File: config.mk
export PLATFORM = sky130hd
export DESIGN_NAME = tsrdz_sqrt_cell
export DESIGN_NICKNAME = d
export VERILOG_FILES = /design/src/sv/tsrdz_pkg.sv /design/src/sv/tsrdz_sqrt_cell.sv
export SDC_FILE = /design/constraint.sdc
export NUM_CORES = 1
export LEC_CHECK = 0
export ABC_AREA = 1
export ABC_CLOCK_PERIOD_IN_PS = 1000
export BUFFER_PORTS_ARGS = -buffer_cell sky130_fd_sc_hd__buf_2
export CAP_MARGIN = 10
export CORE_AREA = 2 2 159 161
export CTS_BUF_LIST = sky130_fd_sc_hd__clkbuf_2 sky130_fd_sc_hd__clkbuf_4 sky130_fd_sc_hd__clkbuf_8
export CTS_CLUSTER_DIAMETER = 60
export DETAILED_ROUTE_END_ITERATION = 10
export DIE_AREA = 0 0 161 163
export PLACE_DENSITY = 0.64
export SETUP_SLACK_MARGIN = 0.1
export SYNTH_ARGS = -nofsm -noshare
export SYNTH_HDL_FRONTEND = slang
export SYNTH_SLANG_ARGS = --single-unit
File: constraint.sdc
create_clock -name clk_i -period 1 [get_ports clk_i]
set_input_delay 0.2 -clock clk_i [delete_from_list [all_inputs] [get_ports clk_i]]
set_output_delay 0.2 -clock clk_i [all_outputs]
set_load 0.1 [all_outputs]
File: src/sv/tsrdz_pkg.sv
// package for the thumbstick radial dead zone block
// types and constants shared by the square root cells, divider cells and top level
package tsrdz_pkg;

  localparam int unsigned AxisFullScaleDef = 32767;
  localparam int unsigned FracResetVal     = 4588;
  localparam int unsigned SqrtCells        = 32;
  localparam int unsigned RatioBits        = 30;
  localparam int unsigned OutOne           = 32767;

  // running state of one digit-by-digit square root
  typedef struct packed {
    logic [63:0] rad;
    logic [33:0] rem;
    logic [31:0] root;
  } sq_data_t;

  // item fields that ride along the square root row
  typedef struct packed {
    logic        nx;
    logic        ny;
    logic [16:0] ax;
    logic [16:0] ay;
    logic [30:0] dz;
    logic        f_zero;
    logic        f_big;
    logic        mag_zero;
  } sq_side_t;

  // one lane of a restoring divider
  typedef struct packed {
    logic [62:0]          r;
    logic [62:0]          d;
    logic [RatioBits-1:0] q;
    logic                 ge;
  } dv_lane_t;

  // item fields that ride along the divider row
  typedef struct packed {
    logic nx;
    logic ny;
    logic zero_out;
    logic in_zone;
  } dv_side_t;

endpackage

File: src/sv/tsrdz_sqrt_cell.sv
// one cell of the square root row: settles one result bit per cycle while en_i is high
// depends on tsrdz_pkg
module tsrdz_sqrt_cell
  import tsrdz_pkg::*;
(
  input  logic     clk_i,
  input  logic     rst_ni,
  input  logic     en_i,
  input  logic     valid_i,
  input  sq_data_t data_i,
  input  sq_side_t side_i,
  output logic     valid_o,
  output sq_data_t data_o,
  output sq_side_t side_o
);

  logic     valid_q;
  sq_data_t data_q, data_d;
  sq_side_t side_q;
  logic [35:0] rem_n;
  logic [36:0] trial;

  always_comb begin
    rem_n  = {data_i.rem, data_i.rad[63:62]};
    trial  = {1'b0, rem_n} - {3'b000, data_i.root, 2'b01};
    data_d = data_i;
    data_d.rad = {data_i.rad[61:0], 2'b00};
    if (!trial[36]) begin
      data_d.rem  = trial[33:0];
      data_d.root = {data_i.root[30:0], 1'b1};
    end else begin
      data_d.rem  = rem_n[33:0];
      data_d.root = {data_i.root[30:0], 1'b0};
    end
  end

  always_ff @(posedge clk_i or negedge rst_ni) begin
    if (!rst_ni) begin
      valid_q <= 1'b0;
    end else if (en_i) begin
      valid_q <= valid_i;
    end
  end

  always_ff @(posedge clk_i) begin
    if (en_i) begin
      data_q <= data_d;
      side_q <= side_i;
    end
  end

  assign valid_o = valid_q;
  assign data_o  = data_q;
  assign side_o  = side_q;

endmodule

# Yosys cells after proc, flatten, opt, wreduce, memory -nomap -nowiden

Index checks and enable logic that the tools add are counted.

Register bits: 199
Input port bits: 204
Output and inout bits: 201
Word-level logic and storage cells: 14

$add $sub $neg: 1
Mux-type cells: 1

Operators by type and width:

| operator                     | number |
|---|---|
| 2-to-1 mux 66 bit            | 1 |
| subtractor 36 x 34 -> 37 bit | 1 |

# Logic depth before layout (Yosys ltp)

Depth in word-level cells: 2
Mapped depth: 16
Depth with buffers taken out: 15

# Worst setup path after synthesis

No wires, ideal clock.

Kind: input to register
From: input data_i[17] (netlist name)
To: register data_q, in the netlist data_o[36], data pin
Stages on the path: 11
Required time: 0.743 ns
Arrival: 1.577 ns
Setup time: 0.257 ns
Buffers on the path: 1
Path slack: -0.834 ns
Cells stage by stage: inv_1 ha_1 a21oi_1 nand2_1 a21oi_1 nand3_2 nand2_2 nand2_4 inv_4 buf_6 o21ai_2

RTL lines:

| what                   | RTL line              | RTL |
|---|---|---|
| start: declaration     | tsrdz_sqrt_cell.sv:10 | `input sq_data_t data_i,` |
| end signal: assignment | tsrdz_sqrt_cell.sv:47 | `data_q <= data_d;` |
| end: declaration       | tsrdz_sqrt_cell.sv:18 | `sq_data_t data_q, data_d;` |

==> run metrics <==
Remaining DRCs=0; pwr/cell area=1550 mW/mm²; die area=0.0262 mm²; placed insts=1664; Port Buf Inserts=402; Mapped Area=0.00900 mm²; critical path type=input pin to register; failing checks=setup timing; dominant cells by area after synthesis=edfxtp_1 66%, nand2_1 9.5%, inv_1 5.2%, ha_1 4.6%, nor2_1 2.3%; P_int=17.3 mW; Via-to-Cell Ratio=4.90; asr flop ratio synth=0.503%; Layout area overhead=114%; fmax=643 MHz; clock skew=0 ns; CTS sink cnt=199; CTS max path bufs=2; DP Area=0.0160 mm²; number of global-route vias before repair=9538; Data arrival, critical path=1.78 ns; NetSw=12.6 mW; Gate power share=45.8%; via count=9295; register area share after synthesis=66.4%; number of antenna violations at the first check in global routing=6; CTS root buf=clkbuf_8; largest net degree at the start of global routing=56; count leader, synth=nand2_1; switching share of power=42.1%; post-DP HPWL=25800 µm; worst slack, placed=-1.12 ns; Ports=405; final WL=39100 µm; ANT nets after route=0; most frequent cells after synthesis=227 x nand2_1, 198 x edfxtp_1, 124 x inv_1; max-cap viol count=0; Max IR drop VDD=0.858 mV; final setup margin=-0.556 ns; share of post-route cells with drive strength above 1=53.9%; post-synth top area share=66.1%; Startpoint Class=input pin; fin util=78.0%; setup_tns=-78.67 ns; fin area=0.0192 mm²; 1st-pass router iterations=5; Leak=8.47 nW; Finish-stage setup viols=235; Slew Limit Fails=0; Die X=161 µm; GPL Wtd Cong=0.937; Primary FF master, synth=edfxtp_1; Yosys reg bits=199; Clock Latency Late Sink=0.48 ns; Flop pwr share=36.0%; # nets final=1786; Crit. End Element=register; first-pass GRT wire length=55200 µm; clock power share=18.2%; Worst EP required=1.22 ns; Critical Path Slowest Stage Cell=ha_4; RSZ-0062 raised after global routing=yes; CP Max Fanout=4; Design Power=29.9 mW; Starting Density=36.5%; Total Routing Usage GR=27.9%; Initial DRC Count=719; Post-synth EDFFs=198; Period Utilization, post-route=156%; Avg Inst Size Synth=11.2 µm²; core footprint=0.0247 mm²; CTS tree=built; GRT overflow=0; number of distinct library cells after synthesis=33; final hold viol count=0; Core Rows=58; CTS buffer count=17; post-synth top area cell=edfxtp_1; Post-Layout Cell Count=1897; worst min-delay path category=input pin to register; CTS clk-pin slew, worst paths=0.13 ns; CP max stage delay=0.31 ns; Hold Slack=0.0198 ns; CTS H-tree lvls=4; outcome=complete, but fails checks; post-route minimum period=1.56 ns; Mapped Cells=806; Routed wire per std cell=20.6 µm; Die Ht=163 µm; Yosys warnings=0; CP Cell Sequence=buf_6 -> inv_4 -> ha_4 -> nand2_1 -> nand2_2 -> nand2_2 -> nand2_2 -> buf_4 -> buf_4 -> a21oi_4 -> nand2_4 -> nand2_2 -> nand2_1 -> nand2_1 -> nand3_1 -> nand2_1
[power groups by stage]
| stage | logic, mW | clock network (mW) | registers [mW] |
|---|---|---|---|
| final | 13.7 | 5.44 | 10.8 |
| after global routing | 14.1 | 5.77 | 10.8 |
| after CTS | 13.1 | 5.44 | 10.8 |
| after detailed placement | 12.2 | 0 | 10.9 |
| after global placement | 12.0 | 0 | 10.9 |
| after floorplan | 1.79 | 0 | 16.0 |
[worst paths after layout]
path	from	endpoint	slack (ns)	cells after the start
min in group asynchronous	rst_ni	valid_o$_DFFE_PN0P_	0.54	3
hold / removal	data_i[32]	data_o[34]$_DFFE_PP_	0.02	3
setup / recovery	data_i[11]	data_o[56]$_DFFE_PP_	-0.56	16
setup reg to reg	valid_o$_DFFE_PN0P_	valid_o$_DFFE_PN0P_	0	2
max in group asynchronous	rst_ni	valid_o$_DFFE_PN0P_	0.34	3
hold reg to reg	valid_o$_DFFE_PN0P_	valid_o$_DFFE_PN0P_	0.71	2
[placed cells by master (no fill, tap or decap), types with 10 or more instances in the layout]
cell type / synthesis / final
dlygate4sd3_1: 0 / 170
buf_4: 3 / 141
xnor2_1: 14 / 10
nor2_4: 0 / 13
nand2_2: 4 / 61
buf_2: 0 / 173
inv_1: 124 / 90
nor2_1: 56 / 26
ha_4: 0 / 32
inv_4: 1 / 11
o21ai_2: 17 / 21
buf_6: 5 / 30
buf_12: 0 / 211
edfxtp_1: 198 / 198
inv_2: 0 / 22
nand2_1: 227 / 150
clkbuf_8: 0 / 18
nor2_2: 4 / 21
nand3_1: 35 / 31
nand2_4: 1 / 21
a21oi_2: 1 / 16
[layer usage]
layer / share of wire [%] / GRT usage [%]
met5: 0.033 / 0
met4: 4.5 / 10.6
met3: 7.3 / 6.49
met2: 53 / 51.7
met1: 36 / 31.0
[cells by family (layout without fill, tap and decap cells)]
kind of cell | after synthesis | count (layout) | share of synthesized area [%]
fa+ha+maj | 33 | 33 | 4.59
buf+inv | 134 | 889 | 6.16
compound gates | 69 | 69 | 4.74
mux | 1 | 1 | 0.125
simple gates | 350 | 350 | 16.1
other cells | 1 | 7 | 0.0417
flops | 199 | 199 | 66.4
xor+xnor | 19 | 19 | 1.85
[worst max-delay path, delay by kind of cell]
family,cells,cell delay [ns]
adders and majority gates,1,0.31
AOI/OAI and AO/OA,1,0.03
and+or+nand+nor,10,0.88
buffers and inverters,4,0.32
[cell type report]
class                           count  area [µm²]
Fill cell                        1431        5430
Sequential cell                   199        5970
Tap cell                          330         413
Inverter                          126         526
Multi-Input combinational cell    474        3610
Timing Repair Buffer              731        8290
Clock inverter                     15         181
Clock buffer                       17         234
Antenna cell                        5        12.5
[sequential cells by signal (all words and copies together), names as in the netlist]
name and flops:
data_o 128, side_o 70, valid_o 1
[what timing repair did]
| action | CTS | global route |
|---|---|---|
| cloned | 3 | 0 |
| endpoints found under the setup margin | 234 | 235 |
| resized for setup | 119 | 141 |
| pin swaps | 37 | 63 |
| hold buffers | 167 | 3 |
| setup buffers | 13 | 13 |
| endpoints found under the hold margin | 166 | 3 |
Power figures use the tool's default switching activity.
