$ cat src/sv/tsrdz_pkg.sv
// package for the thumbstick radial dead zone block
// types and constants shared by the square root cells, divider cells and top level
package tsrdz_pkg;

  localparam int unsigned AxisFullScaleDef = 32767;
  localparam int unsigned FracResetVal     = 4588;
  localparam int unsigned SqrtCells        = 32;
  localparam int unsigned RatioBits        = 30;
  localparam int unsigned OutOne           = 32767;

  // running state of one digit-by-digit square root
  typedef struct packed {
    logic [63:0] rad;
    logic [33:0] rem;
    logic [31:0] root;
  } sq_data_t;

  // item fields that ride along the square root row
  typedef struct packed {
    logic        nx;
    logic        ny;
    logic [16:0] ax;
    logic [16:0] ay;
    logic [30:0] dz;
    logic        f_zero;
    logic        f_big;
    logic        mag_zero;
  } sq_side_t;

  // one lane of a restoring divider
  typedef struct packed {
    logic [62:0]          r;
    logic [62:0]          d;
    logic [RatioBits-1:0] q;
    logic                 ge;
  } dv_lane_t;

  // item fields that ride along the divider row
  typedef struct packed {
    logic nx;
    logic ny;
    logic zero_out;
    logic in_zone;
  } dv_side_t;

endpackage

$ cat src/sv/tsrdz_div_cell.sv
// one cell of the divider row: one quotient bit for each axis per cycle while en_i is high
// depends on tsrdz_pkg
module tsrdz_div_cell
  import tsrdz_pkg::*;
(
  input  logic     clk_i,
  input  logic     rst_ni,
  input  logic     en_i,
  input  logic     valid_i,
  input  dv_lane_t lane_x_i,
  input  dv_lane_t lane_y_i,
  input  dv_side_t side_i,
  output logic     valid_o,
  output dv_lane_t lane_x_o,
  output dv_lane_t lane_y_o,
  output dv_side_t side_o
);

  logic     valid_q;
  dv_lane_t lane_x_q, lane_y_q, lane_x_d, lane_y_d;
  dv_side_t side_q;

  function automatic dv_lane_t lane_step(dv_lane_t l);
    logic [63:0] r2;
    dv_lane_t    n;
    r2 = {l.r, 1'b0};
    n  = l;
    if (r2 >= {1'b0, l.d}) begin
      r2  = r2 - {1'b0, l.d};
      n.q = {l.q[RatioBits-2:0], 1'b1};
    end else begin
      n.q = {l.q[RatioBits-2:0], 1'b0};
    end
    n.r = r2[62:0];
    return n;
  endfunction

  assign lane_x_d = lane_step(lane_x_i);
  assign lane_y_d = lane_step(lane_y_i);

  always_ff @(posedge clk_i or negedge rst_ni) begin
    if (!rst_ni) begin
      valid_q <= 1'b0;
    end else if (en_i) begin
      valid_q <= valid_i;
    end
  end

  always_ff @(posedge clk_i) begin
    if (en_i) begin
      lane_x_q <= lane_x_d;
      lane_y_q <= lane_y_d;
      side_q   <= side_i;
    end
  end

  assign valid_o  = valid_q;
  assign lane_x_o = lane_x_q;
  assign lane_y_o = lane_y_q;
  assign side_o   = side_q;

endmodule

$ cat config.mk
export PLATFORM = sky130hd
export DESIGN_NAME = tsrdz_div_cell
export DESIGN_NICKNAME = d
export VERILOG_FILES = /design/src/sv/tsrdz_pkg.sv /design/src/sv/tsrdz_div_cell.sv
export SDC_FILE = /design/constraint.sdc
export NUM_CORES = 1
export LEC_CHECK = 0
export BUFFER_PORTS_ARGS = -buffer_cell sky130_fd_sc_hd__clkbuf_2
export CELL_PAD_IN_SITES_DETAIL_PLACEMENT = 1
export CELL_PAD_IN_SITES_GLOBAL_PLACEMENT = 2
export CORE_MARGIN = 2
export CORE_UTILIZATION = 31
export DETAILED_ROUTE_END_ITERATION = 10
export PLACE_DENSITY = 0.83
export SLEW_MARGIN = 20
export SYNTH_ARGS = -nofsm -noshare
export SYNTH_HDL_FRONTEND = slang
export SYNTH_SLANG_ARGS = --single-unit
$ cat constraint.sdc
create_clock -name clk_i -period 0.9 [get_ports clk_i]
set_clock_uncertainty 0.05 [all_clocks]
set_input_delay 0.09 -clock clk_i [delete_from_list [all_inputs] [get_ports clk_i]]
set_output_delay 0.09 -clock clk_i [all_outputs]
set_load 0.01 [all_outputs]
# Yosys cells after proc, flatten, opt, wreduce, memory -nomap -nowiden

Index checks and enable logic that the tools add are counted.
W data, S select, Z words.

Add/sub/neg operators: 2
Multiplexer cells: 4
$lt $le $gt $ge: 2

Operators by type and width:

| kind             | number |
|---|---|
| $ge A64 B63 Y1   | 2 |
| $mux W63         | 2 |
| $sub A63 B63 Y63 | 2 |
| $mux W1          | 2 |

Register bits after elaboration: 319
Input port bits: 322
Logic and storage cells: 23
Output and inout port bits: 319

# Depth between registers and ports, before layout

Gate-level depths: netlist (run 1).

Word-level depth: 2
Depth in mapped cells: 17
Depth with buffers taken out: 13

# Least setup slack after synthesis (run 1)

OpenSTA, ideal clock, no wires.

Path kind: input to register
Start: input port lane_y_i[31] (netlist name)
End: register lane_y_q (netlist bit lane_y_o[149]) (data pin)
Arrival: 2854 ps
Setup time: 260 ps
Stages on the path: 14
Buffers on the path: 1
Required time: 590 ps
Path slack: -2264 ps
Cells stage by stage: inv_1 -> fa_1 -> a211o_1 -> a211oi_2 -> o21ai_1 -> a21o_1 -> a21oi_2 -> a41oi_2 -> a21oi_2 -> nand3_1 -> a21oi_2 -> o21ai_4 -> buf_6 -> mux2_4

RTL lines:

| item                 | line                 | text |
|---|---|---|
| from (decl)          | tsrdz_div_cell.sv:11 | `input dv_lane_t lane_y_i,` |
| to (signal assigned) | tsrdz_div_cell.sv:52 | `lane_y_q <= lane_y_d;` |
| to (decl)            | tsrdz_div_cell.sv:20 | `dv_lane_t lane_x_q, lane_y_q, lane_x_d, lane_y_d;` |

==> impl_metrics.py, run 1 <==
metrics = {
    "logic_synthesis": {
        "synthFlopType": "edfxtp_1",
        "async_reset_ff_frac": 0.00313,
        "synth_top_area_share": 0.508,
        "synth_area_leaders": "edfxtp_1, ha_1, a21oi_1, o21ai_0, mux2_2",
        "syn_area_per_cell_um2": 10.8,
        "synth_area_leader_cell": "edfxtp_1",
        "ys_types": 73,
        "synth-edff-count": 318,
        "netlist_instances": 1736,
        "yosysMostFrequentCell": "edfxtp_1",
        "syn_nets": 2186,
        "netlist_area_um2": 18800,
        "synth_common_cells": "edfxtp_1, inv_1, nand2_1, a21oi_1, o21ai_0",
        "yosysSeqAreaShare": 0.510,
        "synth-seq-cells": 319,
        "yosysWarningCount": 0,
    },
    "global_routing": {
        "overflow": 0,
        "grt_max_degree": 32,
        "grt_pass1_wl_um": 153000,
        "grtUsageTotal": 0.321,
        "antenna_found_initial": 6,
        "grt_pass1_vias": 24586,
    },
    "clocking": {
        "clk_pin_slew_ns": 0.06,
        "insertion_delay_ns": 0.56,
        "cts_root_buf": "clkbuf_16",
        "ctsHoldBuffers": 318,
        "clkSinkCount": 319,
        "clock_path_buffers": 3,
        "cts_buffers": 39,
        "htreeDepth": 2,
        "cts_tree": "built",
    },
    "detailed_routing": {
        "routed.top_layer": "met5",
        "via_per_inst": 5.22,
        "wl_met2_um": 55500,
        "wl_met1_um": 36900,
        "routedWlPerCell_um": 25.7,
        "first_pass_iters": 5,
        "wl_um": 107000,
        "via_count": 21814,
        "wl_met3_um": 7100,
        "drcViolationCount": 0,
        "first_iter_violations": 1055,
        "postRouteAntennaNets": 0,
    },
    "power": {
        "vdd_drop_max_mv": 1.54,
        "p_per_area_nw_per_um2": 1590,
        "p_leak_nw": 16.2,
    },
    "hold_path": {
        "hp-start": "lane_x_i[94]",
        "worstHoldPathCells": 4,
        "min_delay_worst_endpoint": "lane_x_o[95]",
        "hold_path.class": "primary input to flip-flop",
    },
    "sta": {
        "hold_violations": 1,
        "rsz0062_at_grt": "yes",
        "relSlewSlack": 0.592,
        "fin_ws_ns": -2.02,
        "tightest_slew_ns": 0.609,
        "finalSetupViolCount": 447,
        "slew_viol_final": 0,
        "hold_slack_ns": -0.0128,
        "final.period_utilization": 3.24,
        "fin_crit_ns": 2.92,
        "fmax_ghz": 0.343,
    },
    "job": {
        "cap_violations": 0,
    },
    "critical_path": {
        "crit_arrival_ns": 3.18,
        "cp_num_buf_inv": 3,
        "r2r-end": "valid_o",
        "critPathMaxStageDelay_ns": 0.36,
        "rrSetupSlack_ns": 0.09,
        "path_delay_family": "compound AO/OA/AOI/OAI gates",
        "cp_max_fo": 8,
        "cp-end-kind": "flip-flop",
        "required_ns": 1.17,
        "worst_setup_path_start_kind": "primary input",
        "path_cells": "clkbuf_2, ha_1, a211o_1, a211oi_4, o21ai_2, a21o_1, a21oi_2, a41oi_2, a21oi_2, nand3_1, a21oi_2, o21ai_4, buf_12, buf_16, mux2_4",
        "path_common_cell": "a21oi_2",
        "reg2reg_depth": 1,
        "path_class": "primary input to flip-flop",
        "critPathSlowestCell": "a211o_1",
        "r2r-start": "valid_o",
    },
    "status": {
        "violations": "hold timing, setup timing",
        "outcome": "finished with violations",
    },
    "finish": {
        "design_area_um2": 34900,
        "drive_gt1_frac": 0.512,
        "final_net_count": 3815,
        "syn_to_final_growth_pct": 86.0,
    },
    "floorplanning": {
        "die_h_um": 250,
        "start_util": 0.312,
        "dieArea_um2": 62600,
        "die_x_um": 250,
        "core-area_um2": 60100,
        "num_rows": 90,
        "io_pins": 641,
    },
    "placed_design": {
        "io_buffers": 638,
        "dpl_cell_area_um2": 27500,
        "hpwl_um": 66800,
        "gp_congestion": 0.923,
    },
}
[layout by cell type, fill, tap and decap left out, types with 37 or more instances in the layout]
| cell type | instances |
|---|---|
| buf_4 | 632 |
| clkbuf_2 | 607 |
| edfxtp_1 | 318 |
| dlygate4sd3_1 | 317 |
| inv_1 | 151 |
| a21oi_1 | 122 |
| nand2_1 | 100 |
| ha_1 | 95 |
| nor2_1 | 74 |
| xnor2_1 | 69 |
| a21o_1 | 63 |
| o21ai_0 | 61 |
| o21ai_2 | 56 |
| mux2_2 | 54 |
| nand2_4 | 44 |
| clkbuf_16 | 44 |
| xor2_1 | 42 |
| nand4_1 | 37 |
[layer usage]
layer,track usage,up-vias
li1,-,9618
met1,0.317,10824
met2,0.608,981
met3,0.0788,383
met4,0.183,8
met5,0,-
[registers in the layout (all words and copies together) (netlist names)]
signal    flops
lane_x_o    157
valid_o       1
side_o        4
lane_y_o    157
[worst max-delay path by stage]
stage,start,to,cells after the start
finish,lane_y_i[95],lane_y_o[150],15
global route,lane_y_i[32],lane_y_o[156],16
CTS,lane_y_i[94],lane_y_o[136],14
detailed placement,lane_y_i[32],lane_y_o[154],16
global placement,lane_y_i[32],lane_y_o[154],16
floorplan,lane_y_i[94],lane_y_o[149],13
[stage by stage]
| step | utilization | instances | setup TNS [ns] | total power, mW | setup slack [ns] |
|---|---|---|---|---|---|
| CTS | 0.568 | 4155 | -469.27 | 53.5 | -1.89 |
| global placement | 0.457 | 3688 | -334.16 | 34.3 | -2.68 |
| floorplan | - | 1736 | -245.04 | 26.3 | -2.15 |
| detailed placement | 0.457 | 3688 | -344.92 | 34.8 | -2.71 |
| finish | 0.581 | 4176 | -340.22 | 55.5 | -2.02 |
| global route | 0.581 | 4175 | -359.44 | 57.2 | -2.08 |
[final cells by class]
class | count | area (um^2)
Clock inverter | 20 | 150
Timing Repair Buffer | 1650 | 12500
Antenna cell | 2 | 5.00
Inverter | 165 | 647
Fill cell | 6546 | 25200
Sequential cell | 319 | 9570
Tap cell | 782 | 978
Clock buffer | 48 | 1010
Multi-Input combinational cell | 1190 | 10100
[kinds of logic after synthesis]
group	synth area share
compound gates	0.164
simple gates	0.0953
flops	0.510
buf+inv	0.0484
fa+ha+maj	0.0860
xor+xnor	0.0550
mux	0.0415
[where the power goes]
part / internal [mW] / leakage [nW] / switching (mW)
Sequential: 18.5 / 3.12 / 0.831
Clock: 8.32 / 0.562 / 7.03
Combinational: 10.2 / 12.5 / 10.6
[repair_timing]
item,in CTS,in global routing
resized for setup,290,188
setup buffers,71,39
pin swaps,88,69
hold endpoints to repair,334,1
endpoints found under the setup margin,447,696
cloned,16,0
[tightest hold or removal path: cells and delay by family]
kind | cells | cell delay (ns)
mux | 1 | 0.13
buf+inv | 3 | 0.27
(Power assumes the default switching activity.)
==> run 2: changes to the inputs <==
CAP_MARGIN = 0   (was not set)
REMOVE_ABC_BUFFERS = 1   (was not set)
==> impl_metrics.py, run 2 (synthesis results as in run 1) <==
metrics = {
    "status": {
        "outcome": "finished with violations",
        "violations": "setup timing",
    },
    "clocking": {
        "ctsHoldBuffers": 319,
        "cts_buffers": 38,
        "clk_pin_slew_ns": 0.06,
        "cts_root_buf": "clkbuf_16",
        "clkSinkCount": 319,
        "cts_tree": "built",
        "insertion_delay_ns": 0.55,
        "htreeDepth": 2,
        "clock_path_buffers": 3,
    },
    "critical_path": {
        "path_delay_family": "compound AO/OA/AOI/OAI gates",
        "cp.depth": 17,
        "path_common_cell": "buf_4",
        "critPathSlowestCell": "a21boi_0",
        "path_class": "primary input to flip-flop",
        "worstSetupStartpoint": "lane_x_i[38]",
        "reg2reg_depth": 1,
        "r2r-start": "valid_o",
        "cp-end-kind": "flip-flop",
        "required_ns": 1.17,
        "crit_arrival_ns": 3.19,
        "cp_num_buf_inv": 7,
        "path_cells": "clkbuf_2, inv_1, ha_4, a21oi_2, nor2_2, a211oi_2, buf_4, o221ai_4, buf_4, buf_4, a21oi_1, o21ai_0, buf_4, a21boi_0, buf_4, xor2_1, o21ai_2",
        "cp_max_fo": 3,
        "critPathMaxStageDelay_ns": 0.37,
        "worst_setup_path_start_kind": "primary input",
    },
    "floorplanning": {
        "num_rows": 90,
        "io_pins": 641,
        "dieArea_um2": 62600,
        "die_h_um": 250,
        "start_util": 0.312,
        "die_x_um": 250,
        "core-area_um2": 60100,
    },
    "sta": {
        "fmax_ghz": 0.342,
        "tightest_slew_ns": 0.592,
        "fin_ws_ns": -2.02,
        "relSlewSlack": 0.601,
        "rsz0062_at_grt": "yes",
        "final.period_utilization": 3.25,
        "slew_viol_final": 0,
        "fin_crit_ns": 2.92,
        "setup_tns_ns": -345.43,
        "finalSetupViolCount": 473,
        "hold_violations": 0,
    },
    "global_routing": {
        "met1_usage": 0.331,
        "antenna_found_initial": 14,
        "grt_pass1_wl_um": 152000,
        "overflow": 0,
        "grtUsageTotal": 0.318,
        "grt_pass1_vias": 24618,
        "grt_max_degree": 31,
        "gr-max-usage-layer": "met2",
        "met3_usage": 0.0667,
        "use_met2": 0.603,
    },
    "power": {
        "p_leak_nw": 15.9,
        "p_per_area_nw_per_um2": 1650,
        "vdd_drop_max_mv": 1.42,
    },
    "finish": {
        "syn_to_final_growth_pct": 82.5,
        "layoutNonFillerInstCount": 4145,
        "final_net_count": 3775,
        "final_common_cell": "buf_4",
        "fin_util": 0.570,
        "drive_gt1_frac": 0.488,
        "mostFrequentLayoutCells": "buf_4, clkbuf_2, dlygate4sd3_1, edfxtp_1, inv_1",
    },
    "detailed_routing": {
        "routedWlPerCell_um": 25.8,
        "drcViolationCount": 0,
        "first_pass_iters": 5,
        "wl_um": 107000,
        "first_iter_violations": 1415,
        "via_count": 21893,
        "via_per_inst": 5.28,
        "postRouteAntennaNets": 0,
    },
    "hold_path": {
        "hold_path.class": "primary input to flip-flop",
        "worstHoldPathCells": 3,
        "hp-start": "lane_y_i[109]",
    },
    "job": {
        "cap_violations": 0,
    },
    "placed_design": {
        "gp_congestion": 0.884,
        "dp_cells": 3668,
        "io_buffers": 638,
        "hpwl_um": 63600,
    },
}
==> run 2: per-stage QoR <==
| step | hold WS (ns) | area, um^2 | setup WS [ns] | total power [mW] |
|---|---|---|---|---|
| finish | 0.00498 | 34300 | -2.02 | 56.5 |
| global route | -0.0156 | 34300 | -2.11 | 58.2 |
| CTS | -0.0304 | 33500 | -1.90 | 54.2 |
| detailed placement | -0.182 | 27200 | -2.74 | 34.3 |
| global placement | -0.183 | 27200 | -2.64 | 33.8 |
| floorplan | -0.256 | 18500 | -6.58 | 25.9 |
==> run 2: power breakdown <==
part	internal, mW	switching (mW)
logic	9.93	10.5
clock network	9.69	7.06
registers	18.5	0.869
==> run 2: final timing paths <==
check	endpoint	slack, ns
min	lane_y_o[110]	0.005
max reg2reg	valid_o	0.11
max	lane_x_o[124]	-2.02
min reg2reg	valid_o	0.47
min in group asynchronous	valid_o	0.34
max in group asynchronous	valid_o	0.35
==> run 2: what timing repair did <==
| action | 4_1_cts | 5_1_grt |
|---|---|---|
| gates resized for setup | 290 | 234 |
| setup endpoints to repair | 447 | 766 |
| setup buffers | 66 | 22 |
| cloned | 18 | 3 |
| pin swaps | 115 | 74 |
| hold endpoints to repair | 344 | 3 |
==> run 2: area by class of cell <==
class | instances | area, um^2
Clock buffer | 48 | 1010
Sequential cell | 319 | 9570
Timing Repair Buffer | 1611 | 12200
Multi-Input combinational cell | 1190 | 9600
Fill cell | 6636 | 25800
Clock inverter | 20 | 256
Antenna cell | 10 | 25.0
Inverter | 165 | 632
Tap cell | 782 | 978
==> run 2: per-layer routing <==
metal / vias up / wire, um
li1: 9563 / -
met1: 10860 / 37300
met2: 1053 / 55900
met3: 405 / 6500
met4: 12 / 6940
met5: - / 69
